===== src/rtl/gpsr_pkg.sv =====
// package for the gpio port: constants, operation codes and queue entry type
package gpsr_pkg;

	localparam int PIN_COUNT = 16;
	localparam int LATCH_W   = 16;
	localparam int DATA_W    = 32;
	localparam int ADDR_W    = 10;
	localparam int PIN_W     = 4;

	localparam logic [LATCH_W-1:0] PIN_MASK =
		LATCH_W'((64'd1 << PIN_COUNT) - 64'd1);
	localparam logic [DATA_W-1:0] CONFIG_RESET = 32'h4444_4444;

	localparam logic [1:0] ACT_READ  = 2'd0;
	localparam logic [1:0] ACT_WRITE = 2'd1;
	localparam logic [1:0] ACT_PIN   = 2'd2;

	localparam logic [ADDR_W-1:0] OFF_CRL  = 10'h000;
	localparam logic [ADDR_W-1:0] OFF_CRH  = 10'h004;
	localparam logic [ADDR_W-1:0] OFF_IDR  = 10'h008;
	localparam logic [ADDR_W-1:0] OFF_ODR  = 10'h00C;
	localparam logic [ADDR_W-1:0] OFF_BSRR = 10'h010;
	localparam logic [ADDR_W-1:0] OFF_BRR  = 10'h014;
	localparam logic [ADDR_W-1:0] OFF_LCKR = 10'h018;

	localparam logic [1:0] MODE_INPUT     = 2'd0;
	localparam logic [1:0] CNF_PUSH_PULL  = 2'd0;
	localparam logic [1:0] CNF_OPEN_DRAIN = 2'd1;

	typedef enum logic [3:0] {
		OP_NOP,
		OP_ERR,
		OP_RD_CRL,
		OP_RD_CRH,
		OP_RD_IDR,
		OP_RD_ODR,
		OP_RD_LCKR,
		OP_WR_CRL,
		OP_WR_CRH,
		OP_WR_ODR,
		OP_WR_BSRR,
		OP_WR_BRR,
		OP_WR_LCKR,
		OP_PIN
	} op_t;

	typedef struct packed {
		op_t               op;
		logic [DATA_W-1:0] data;
		logic [PIN_W-1:0]  pin;
		logic              level;
	} entry_t;

endpackage


===== src/rtl/gpsr_in_if.sv =====
// request channel: bus access or pin level event
interface gpsr_in_if;
	logic                        valid;
	logic                        ready;
	logic [1:0]                  action;
	logic [gpsr_pkg::ADDR_W-1:0] address;
	logic [gpsr_pkg::DATA_W-1:0] write_data;
	logic [gpsr_pkg::PIN_W-1:0]  pin_num;
	logic                        pin_level;

	modport source(output valid, action, address, write_data, pin_num, pin_level,
		input ready);
	modport sink(input valid, action, address, write_data, pin_num, pin_level,
		output ready);
endinterface


===== src/rtl/gpsr_out_if.sv =====
// response channel: read data, pin drive events and error flag
interface gpsr_out_if;
	logic                         valid;
	logic                         ready;
	logic [gpsr_pkg::DATA_W-1:0]  read_data;
	logic [gpsr_pkg::LATCH_W-1:0] drive_mask;
	logic [gpsr_pkg::LATCH_W-1:0] drive_levels;
	logic                         access_error;

	modport source(output valid, read_data, drive_mask, drive_levels, access_error,
		input ready);
	modport sink(input valid, read_data, drive_mask, drive_levels, access_error,
		output ready);
endinterface


===== src/rtl/gpsr_front.sv =====
// front end: decodes action and offset of each item into an operation
module gpsr_front (
	gpsr_in_if.sink          req,
	input  logic             q_full,
	output logic             push,
	output gpsr_pkg::entry_t push_entry
);

	gpsr_pkg::op_t op;

	always_comb begin
		op = gpsr_pkg::OP_NOP;
		case (req.action)
			gpsr_pkg::ACT_READ: begin
				case (req.address)
					gpsr_pkg::OFF_CRL:  op = gpsr_pkg::OP_RD_CRL;
					gpsr_pkg::OFF_CRH:  op = gpsr_pkg::OP_RD_CRH;
					gpsr_pkg::OFF_IDR:  op = gpsr_pkg::OP_RD_IDR;
					gpsr_pkg::OFF_ODR:  op = gpsr_pkg::OP_RD_ODR;
					gpsr_pkg::OFF_LCKR: op = gpsr_pkg::OP_RD_LCKR;
					default:            op = gpsr_pkg::OP_ERR;
				endcase
			end
			gpsr_pkg::ACT_WRITE: begin
				case (req.address)
					gpsr_pkg::OFF_CRL:  op = gpsr_pkg::OP_WR_CRL;
					gpsr_pkg::OFF_CRH:  op = gpsr_pkg::OP_WR_CRH;
					gpsr_pkg::OFF_ODR:  op = gpsr_pkg::OP_WR_ODR;
					gpsr_pkg::OFF_BSRR: op = gpsr_pkg::OP_WR_BSRR;
					gpsr_pkg::OFF_BRR:  op = gpsr_pkg::OP_WR_BRR;
					gpsr_pkg::OFF_LCKR: op = gpsr_pkg::OP_WR_LCKR;
					default:            op = gpsr_pkg::OP_ERR;
				endcase
			end
			gpsr_pkg::ACT_PIN: begin
				if ({1'b0, req.pin_num} < (gpsr_pkg::PIN_W+1)'(gpsr_pkg::PIN_COUNT)) begin
					op = gpsr_pkg::OP_PIN;
				end else begin
					op = gpsr_pkg::OP_ERR;
				end
			end
			default: op = gpsr_pkg::OP_NOP;
		endcase
	end

	assign req.ready        = !q_full;
	assign push             = req.valid && !q_full;
	assign push_entry.op    = op;
	assign push_entry.data  = req.write_data;
	assign push_entry.pin   = req.pin_num;
	assign push_entry.level = req.pin_level;

endmodule


===== src/rtl/gpsr_queue.sv =====
// two-entry queue between decode and execute
module gpsr_queue (
	input  logic             clk,
	input  logic             arst_n,
	input  logic             push,
	input  gpsr_pkg::entry_t push_entry,
	output logic             full,
	output logic             q_valid,
	output gpsr_pkg::entry_t q_entry,
	input  logic             pop
);

	gpsr_pkg::entry_t mem_q [2];
	logic             wr_ptr_q;
	logic             rd_ptr_q;
	logic [1:0]       count_q;

	always_ff @(posedge clk or negedge arst_n) begin
		if (!arst_n) begin
			wr_ptr_q <= 1'b0;
			rd_ptr_q <= 1'b0;
			count_q  <= 2'd0;
		end else begin
			if (push) begin
				wr_ptr_q <= !wr_ptr_q;
			end
			if (pop) begin
				rd_ptr_q <= !rd_ptr_q;
			end
			if (push && !pop) begin
				count_q <= count_q + 2'd1;
			end else if (pop && !push) begin
				count_q <= count_q - 2'd1;
			end
		end
	end

	always_ff @(posedge clk) begin
		if (push) begin
			mem_q[wr_ptr_q] <= push_entry;
		end
	end

	assign full    = (count_q == 2'd2);
	assign q_valid = (count_q != 2'd0);
	assign q_entry = mem_q[rd_ptr_q];

	a_count_range: assert property (@(posedge clk) disable iff (!arst_n)
		count_q != 2'd3)
		else $error("queue count out of range");

	a_push_grows: assert property (@(posedge clk) disable iff (!arst_n)
		push && !pop |=> count_q == $past(count_q) + 2'd1)
		else $error("queue count did not grow on push");

endmodule


===== src/rtl/gpsr_back.sv =====
// back end: register file, latch update, pin drive and response register
module gpsr_back (
	input  logic             clk,
	input  logic             arst_n,
	input  logic             q_valid,
	input  gpsr_pkg::entry_t q_entry,
	output logic             pop,
	gpsr_out_if.source       rsp
);

	logic [gpsr_pkg::DATA_W-1:0]  crl_q;
	logic [gpsr_pkg::DATA_W-1:0]  crh_q;
	logic [gpsr_pkg::LATCH_W-1:0] inputs_q;
	logic [gpsr_pkg::LATCH_W-1:0] latch_q;
	logic [gpsr_pkg::DATA_W-1:0]  lock_q;

	logic                         out_valid_q;
	logic [gpsr_pkg::DATA_W-1:0]  rd_q;
	logic [gpsr_pkg::LATCH_W-1:0] mask_q;
	logic [gpsr_pkg::LATCH_W-1:0] lvl_q;
	logic                         err_q;

	logic [2*gpsr_pkg::DATA_W-1:0] cfg;
	logic [gpsr_pkg::LATCH_W-1:0]  latch_nx;
	logic [gpsr_pkg::LATCH_W-1:0]  mask_all;
	logic [gpsr_pkg::LATCH_W-1:0]  lvl_all;
	logic                          drives;
	logic                          pin_out;
	logic [gpsr_pkg::DATA_W-1:0]   rd;
	logic                          err;
	logic [3:0]                    field;

	assign cfg     = {crh_q, crl_q};
	assign pin_out = cfg[{q_entry.pin, 2'b00} +: 2] != gpsr_pkg::MODE_INPUT;
	assign pop     = q_valid && (!out_valid_q || rsp.ready);

	always_comb begin
		latch_nx = latch_q;
		drives   = 1'b0;
		case (q_entry.op)
			gpsr_pkg::OP_WR_ODR: begin
				latch_nx = q_entry.data[gpsr_pkg::LATCH_W-1:0];
				drives   = 1'b1;
			end
			gpsr_pkg::OP_WR_BSRR: begin
				latch_nx = (latch_q & ~q_entry.data[2*gpsr_pkg::LATCH_W-1:gpsr_pkg::LATCH_W])
					| q_entry.data[gpsr_pkg::LATCH_W-1:0];
				drives   = 1'b1;
			end
			gpsr_pkg::OP_WR_BRR: begin
				latch_nx = latch_q & ~q_entry.data[gpsr_pkg::LATCH_W-1:0];
				drives   = 1'b1;
			end
			default: latch_nx = latch_q;
		endcase
	end

	// per-pin drive from the updated latch
	always_comb begin
		mask_all = '0;
		lvl_all  = '0;
		field    = '0;
		for (int p = 0; p < gpsr_pkg::PIN_COUNT; p++) begin
			field = cfg[p*4 +: 4];
			if (field[1:0] != gpsr_pkg::MODE_INPUT) begin
				if (field[3:2] == gpsr_pkg::CNF_PUSH_PULL) begin
					mask_all[p] = 1'b1;
					lvl_all[p]  = latch_nx[p];
				end else if (field[3:2] == gpsr_pkg::CNF_OPEN_DRAIN && !latch_nx[p]) begin
					mask_all[p] = 1'b1;
				end
			end
		end
	end

	always_comb begin
		rd  = '0;
		err = 1'b0;
		case (q_entry.op)
			gpsr_pkg::OP_RD_CRL:  rd = crl_q;
			gpsr_pkg::OP_RD_CRH:  rd = crh_q;
			gpsr_pkg::OP_RD_IDR:  rd = gpsr_pkg::DATA_W'(inputs_q);
			gpsr_pkg::OP_RD_ODR:  rd = gpsr_pkg::DATA_W'(latch_q);
			gpsr_pkg::OP_RD_LCKR: rd = lock_q;
			gpsr_pkg::OP_ERR:     err = 1'b1;
			gpsr_pkg::OP_PIN:     err = pin_out;
			default:              rd = '0;
		endcase
	end

	always_ff @(posedge clk or negedge arst_n) begin
		if (!arst_n) begin
			crl_q    <= gpsr_pkg::CONFIG_RESET;
			crh_q    <= gpsr_pkg::CONFIG_RESET;
			inputs_q <= '0;
			latch_q  <= '0;
			lock_q   <= '0;
		end else if (pop) begin
			latch_q <= latch_nx;
			case (q_entry.op)
				gpsr_pkg::OP_WR_CRL:  crl_q  <= q_entry.data;
				gpsr_pkg::OP_WR_CRH:  crh_q  <= q_entry.data;
				gpsr_pkg::OP_WR_LCKR: lock_q <= q_entry.data;
				gpsr_pkg::OP_PIN: begin
					if (!pin_out) begin
						inputs_q[q_entry.pin] <= q_entry.level;
					end
				end
				default: lock_q <= lock_q;
			endcase
		end
	end

	always_ff @(posedge clk or negedge arst_n) begin
		if (!arst_n) begin
			out_valid_q <= 1'b0;
		end else if (pop) begin
			out_valid_q <= 1'b1;
		end else if (rsp.ready) begin
			out_valid_q <= 1'b0;
		end
	end

	always_ff @(posedge clk) begin
		if (pop) begin
			rd_q   <= rd;
			mask_q <= drives ? (mask_all & gpsr_pkg::PIN_MASK) : '0;
			lvl_q  <= drives ? (lvl_all & gpsr_pkg::PIN_MASK) : '0;
			err_q  <= err;
		end
	end

	assign rsp.valid        = out_valid_q;
	assign rsp.read_data    = rd_q;
	assign rsp.drive_mask   = mask_q;
	assign rsp.drive_levels = lvl_q;
	assign rsp.access_error = err_q;

	a_levels_in_mask: assert property (@(posedge clk) disable iff (!arst_n)
		out_valid_q |-> (lvl_q & ~mask_q) == '0)
		else $error("drive level outside drive mask");

	a_error_quiet: assert property (@(posedge clk) disable iff (!arst_n)
		out_valid_q && err_q |-> mask_q == '0 && rd_q == '0)
		else $error("error item carries data");

	a_refused_pin: assert property (@(posedge clk) disable iff (!arst_n)
		pop && q_entry.op == gpsr_pkg::OP_PIN && pin_out |=> inputs_q == $past(inputs_q))
		else $error("input levels changed on refused pin event");

endmodule


===== src/rtl/gpio_port_set_reset_open_drain.sv =====
// top level of the 16-pin gpio port with bit set/reset and open-drain drive
// path: an accepted item is stored in the queue, then executed into the response register
// throughput: one item per cycle; back end executes one per cycle unless rsp stalls
// stalls: a two-entry queue and the response register absorb output back-pressure
// reset: config words 0x44444444, input levels, latch and lock word cleared, queue empty
module gpio_port_set_reset_open_drain (
	input logic        clk,
	input logic        arst_n,
	gpsr_in_if.sink    req,
	gpsr_out_if.source rsp
);

	logic             q_full;
	logic             push;
	gpsr_pkg::entry_t push_entry;
	logic             q_valid;
	gpsr_pkg::entry_t q_entry;
	logic             pop;

	gpsr_front u_front (
		.req       (req),
		.q_full    (q_full),
		.push      (push),
		.push_entry(push_entry)
	);

	gpsr_queue u_queue (
		.clk       (clk),
		.arst_n    (arst_n),
		.push      (push),
		.push_entry(push_entry),
		.full      (q_full),
		.q_valid   (q_valid),
		.q_entry   (q_entry),
		.pop       (pop)
	);

	gpsr_back u_back (
		.clk    (clk),
		.arst_n (arst_n),
		.q_valid(q_valid),
		.q_entry(q_entry),
		.pop    (pop),
		.rsp    (rsp)
	);

endmodule


===== src/flat_wrapper.sv =====
// flat-port wrapper written by rule: the top's interface ports become plain ports
module gpio_port_set_reset_open_drain_flat 
  (clk, arst_n, req_valid, req_action, req_address, req_write_data, req_pin_num, req_pin_level, req_ready, rsp_valid, rsp_read_data, rsp_drive_mask, rsp_drive_levels, rsp_access_error, rsp_ready);
  gpsr_in_if req_i ();
  gpsr_out_if rsp_i ();
  input logic clk;
  input logic arst_n;
  input wire logic [$bits(req_i.valid)-1:0] req_valid;
  input wire logic [$bits(req_i.action)-1:0] req_action;
  input wire logic [$bits(req_i.address)-1:0] req_address;
  input wire logic [$bits(req_i.write_data)-1:0] req_write_data;
  input wire logic [$bits(req_i.pin_num)-1:0] req_pin_num;
  input wire logic [$bits(req_i.pin_level)-1:0] req_pin_level;
  output wire logic [$bits(req_i.ready)-1:0] req_ready;
  output wire logic [$bits(rsp_i.valid)-1:0] rsp_valid;
  output wire logic [$bits(rsp_i.read_data)-1:0] rsp_read_data;
  output wire logic [$bits(rsp_i.drive_mask)-1:0] rsp_drive_mask;
  output wire logic [$bits(rsp_i.drive_levels)-1:0] rsp_drive_levels;
  output wire logic [$bits(rsp_i.access_error)-1:0] rsp_access_error;
  input wire logic [$bits(rsp_i.ready)-1:0] rsp_ready;
  assign req_i.valid = req_valid;
  assign req_i.action = req_action;
  assign req_i.address = req_address;
  assign req_i.write_data = req_write_data;
  assign req_i.pin_num = req_pin_num;
  assign req_i.pin_level = req_pin_level;
  assign req_ready = req_i.ready;
  assign rsp_valid = rsp_i.valid;
  assign rsp_read_data = rsp_i.read_data;
  assign rsp_drive_mask = rsp_i.drive_mask;
  assign rsp_drive_levels = rsp_i.drive_levels;
  assign rsp_access_error = rsp_i.access_error;
  assign rsp_i.ready = rsp_ready;
  gpio_port_set_reset_open_drain u_core (.clk(clk), .arst_n(arst_n), .req(req_i), .rsp(rsp_i));
endmodule

===== config.mk =====
export PLATFORM = sky130hd
export DESIGN_NAME = gpio_port_set_reset_open_drain_flat
export DESIGN_NICKNAME = d
export VERILOG_FILES = /design/src/rtl/gpsr_pkg.sv /design/src/rtl/gpsr_in_if.sv /design/src/rtl/gpsr_out_if.sv /design/src/rtl/gpsr_front.sv /design/src/rtl/gpsr_queue.sv /design/src/rtl/gpsr_back.sv /design/src/rtl/gpio_port_set_reset_open_drain.sv /design/src/flat_wrapper.sv
export SDC_FILE = /design/constraint.sdc
export NUM_CORES = 1
export LEC_CHECK = 0
export CORE_ASPECT_RATIO = 1.1
export CORE_MARGIN = 2
export CORE_UTILIZATION = 45
export CTS_CLUSTER_SIZE = 10
export DETAILED_ROUTE_END_ITERATION = 8
export DONT_BUFFER_PORTS = 1
export PLACE_DENSITY = 0.6
export SETUP_SLACK_MARGIN = 0.3
export SYNTH_ARGS = -nofsm -noshare
export SYNTH_HDL_FRONTEND = slang
export SYNTH_SLANG_ARGS = --single-unit

===== constraint.sdc =====
create_clock -name clk -period 3.9 [get_ports clk]
set_input_delay 0.78 -clock clk [delete_from_list [all_inputs] [get_ports clk]]
set_output_delay 0.78 -clock clk [all_outputs]
set_load 0.05 [all_outputs]

==> metrics.yaml <==
status: "completed"
worst_slew_pin_slew_ns: 1.00
die_x_um: 162
fin_crit_sh_pct: 72.6
rows: 63
drcViolationCount: 0
cts_made_buffers: 34
cp_max_fo: 44
pin_count: 120
start_util_pct: 45.7
drive_gt1_share_pct: 17.2
clock_latency_ns: 0.51
mostFrequentLayoutCells: "edfxtp_1 (147), dfrtp_1 (116), nor2_1 (90)"
setup_viol: 0
die_h_um: 177
ys_async_sr_fraction_pct: 47.5
area_delta_synth_final_pct: 11.0
wire_per_inst_um: 24.2
layout_commonest_cell: "edfxtp_1"
finalPower_mw: 12.5
path_class: "reg2reg"
grt_pass1_vias: 7881
postLayoutCoreUtil_pct: 50.7
rsz0062_at_grt: "no"
syn-instance-count: 973
worstSetupStartpointType: "flip-flop"
cts_max_level: 2
synth_ff_type: "edfxtp_1"
arrival_ns: 3.09
synth.avg_cell_area_um2: 12.6
hold_buffers: 1
yosysWarnings: 0
clockRootBuffer: "clkbuf_16"
clockBufferDepth: 3
num_vias: 8142
synth-seq-cells: 280
cp-endpoint: "u_core.u_back.rsp.drive_mask[8]$_SDFFCE_PN0P_"
cp-end-kind: "flip-flop"
cts_resized: 0
n_antenna_cell: 0
r2r_slack_ns: 1.07
fin_area_um2: 13600
setup_slack_ns: 1.07
postCtsSetupBuffers: 0
synth_edf_count: 147
cts_tree: "done"
antenna_found_initial: 1
skew_ns: 0.0337
hold_violations: 0
globalplace.congestion: 0.829
nets: 1026
reg2regPathDepth: 7
p_per_area_nw_per_um2: 914
clock-sinks: 280
drtIter0Drc: 1009
place_area_um2: 12600
required_ns: 4.16
finalMaxSlewViolations: 0
finalNonFillerCells: 1354
setup_tns_ns: 0
r2r_end: "u_core.u_back.rsp.drive_mask[8]$_SDFFCE_PN0P_"
post-place-ws_ns: 1.05
r2r_start: "u_core.u_queue.rd_ptr_q$_DFFE_PN0P_"
grt_max_degree: 118
port_buffers: 0
synth_cell_type_count: 64
syn_area_um2: 12300
maxCapViolations: 0
worstHoldPathType: "in2async"
first_pass_iters: 9
synth.net_count: 1027
vdd_drop_max_v: 0.000694
core_um2: 26900
grt-ovfl-total: 0
min_period_ns: 2.83
ant_nets: 0
cts.clk_slew.worst_paths_ns: 0.06
slew_headroom_pct: 33.1
critPathLaunch: "u_core.u_queue.rd_ptr_q$_DFFE_PN0P_"
finalWirelength_um: 32800
clock.fmax_mhz: 353
grt_use_total_pct: 23.0
synth-seq-area-share_pct: 63.2
via_per_inst: 6.01
die-area_um2: 28600
hold_ws_ns: 0.116
grt_pass1_wl_um: 49300
dp.cells: 1292
dp_hpwl_um: 21600
p_leak_nw: 5.29
synth_stat cells, types with 2 or more instances:
library cell | count | share of area, %
a22o_1 | 16 | 1.1
xnor2_1 | 3 | 0.21
nor3_1 | 8 | 0.33
nor4_1 | 3 | 0.15
buf_2 | 22 | 0.90
a22oi_2 | 13 | 1.3
inv_1 | 39 | 1.2
buf_8 | 2 | 0.24
a222oi_1 | 32 | 2.6
nand3b_1 | 3 | 0.18
dfstp_2 | 16 | 3.4
a22oi_1 | 19 | 1.2
a31oi_2 | 2 | 0.20
clkbuf_1 | 18 | 0.55
o221ai_2 | 8 | 0.98
nor3b_1 | 2 | 0.12
o21ai_1 | 17 | 0.69
mux2i_1 | 43 | 3.5
nand2_1 | 77 | 2.4
or3b_4 | 2 | 0.18
nand2b_1 | 2 | 0.10
mux2_2 | 33 | 3.0
dfrtp_1 | 117 | 24
nor2_1 | 92 | 2.8
and3b_1 | 3 | 0.21
o21ai_0 | 35 | 1.4
o22ai_1 | 3 | 0.15
buf_6 | 6 | 0.55
a21oi_1 | 91 | 3.7
xor2_1 | 2 | 0.14
buf_4 | 5 | 0.31
o221ai_1 | 9 | 0.64
nand3_1 | 9 | 0.37
and3_1 | 2 | 0.10
or3_1 | 18 | 0.92
edfxtp_1 | 147 | 36
nor2_2 | 2 | 0.10
nor3_2 | 19 | 1.5
nand4_1 | 8 | 0.41
cells by family (layout without fill, tap and decap cells):
| family | count (synthesis) | count (layout) | share of synthesized area, % |
|---|---|---|---|
| simple gates | 257 | 257 | 10.5 |
| mux | 79 | 79 | 6.86 |
| buf+inv | 94 | 118 | 3.81 |
| xor+xnor | 5 | 5 | 0.357 |
| fa+ha+maj | 1 | 1 | 0.102 |
| compound gates | 257 | 257 | 15.2 |
| flops | 280 | 280 | 63.2 |
routing by layer:
metal | track usage, % | wire length (um)
met2 | 35.4 | 14900
met5 | 0 | 0
met4 | 7.33 | 948
met1 | 32.0 | 14200
met3 | 6.14 | 2780
area by class of cell:
type	instances	area, um^2
inverter	39	146
fill	2350	13300
sequential	280	7770
clock inverter	2	17.5
multi-input combinational	599	4090
timing repair buffer	18	193
tap	357	447
clock buffer	59	966
worst min path at each step:
stage          cells past startpoint                             startpoint                                    end  slack (ns)
6_report                           0                                 arst_n    u_core.u_back.crl_q[22]$_DFFE_PN1P_        0.12
5_1_grt                            0                                 arst_n    u_core.u_back.crh_q[30]$_DFFE_PN1P_        0.10
4_1_cts                            0                                 arst_n    u_core.u_back.crh_q[30]$_DFFE_PN1P_        0.10
3_5_place_dp                       1  u_core.u_back.inputs_q[4]$_DFFE_PN0P_  u_core.u_back.inputs_q[4]$_DFFE_PN0P_        0.49
3_3_place_gp                       0                                 arst_n    u_core.u_back.crl_q[29]$_DFFE_PN0P_        0.49
2_1_floorplan                      1    u_core.u_queue.wr_ptr_q$_DFFE_PN0P_    u_core.u_queue.wr_ptr_q$_DFFE_PN0P_        0.46
registers in the layout, summed over array words and instances, names as in the netlist:
register and cells:
u_core.u_back.rsp.access_error 1, u_core.u_back.rsp.drive_levels 16, u_core.u_queue.count_q 2, u_core.u_back.crh_q 32
u_core.u_back.inputs_q 16, u_core.u_queue.rd_ptr_q 1, u_core.u_back.rsp.read_data 32, u_core.u_back.crl_q 32
u_core.u_back.lock_q 32, u_core.u_back.rsp.drive_mask 16, u_core.u_back.latch_q 16, u_core.u_queue.mem_q 82
u_core.u_queue.wr_ptr_q 1, u_core.u_back.rsp.valid 1
report_power, final:
part	internal, mW	total, mW	leakage (nW)	switching [mW]
combinational	1.15	3.31	1.79	2.16
clock	1.68	2.85	0.469	1.18
sequential	4.45	6.30	3.03	1.85
total	7.27	12.5	5.29	5.19
worst max-delay path: stages, from the launching register on:
cell     delay, ns
dfrtp_4       0.78
and3b_1       0.25
a31oi_2       0.22
buf_4         0.35
and2_1        0.28
buf_4         0.40
a22o_1        0.22
a21oi_1       0.06
Power figures use the tool's default switching activity.
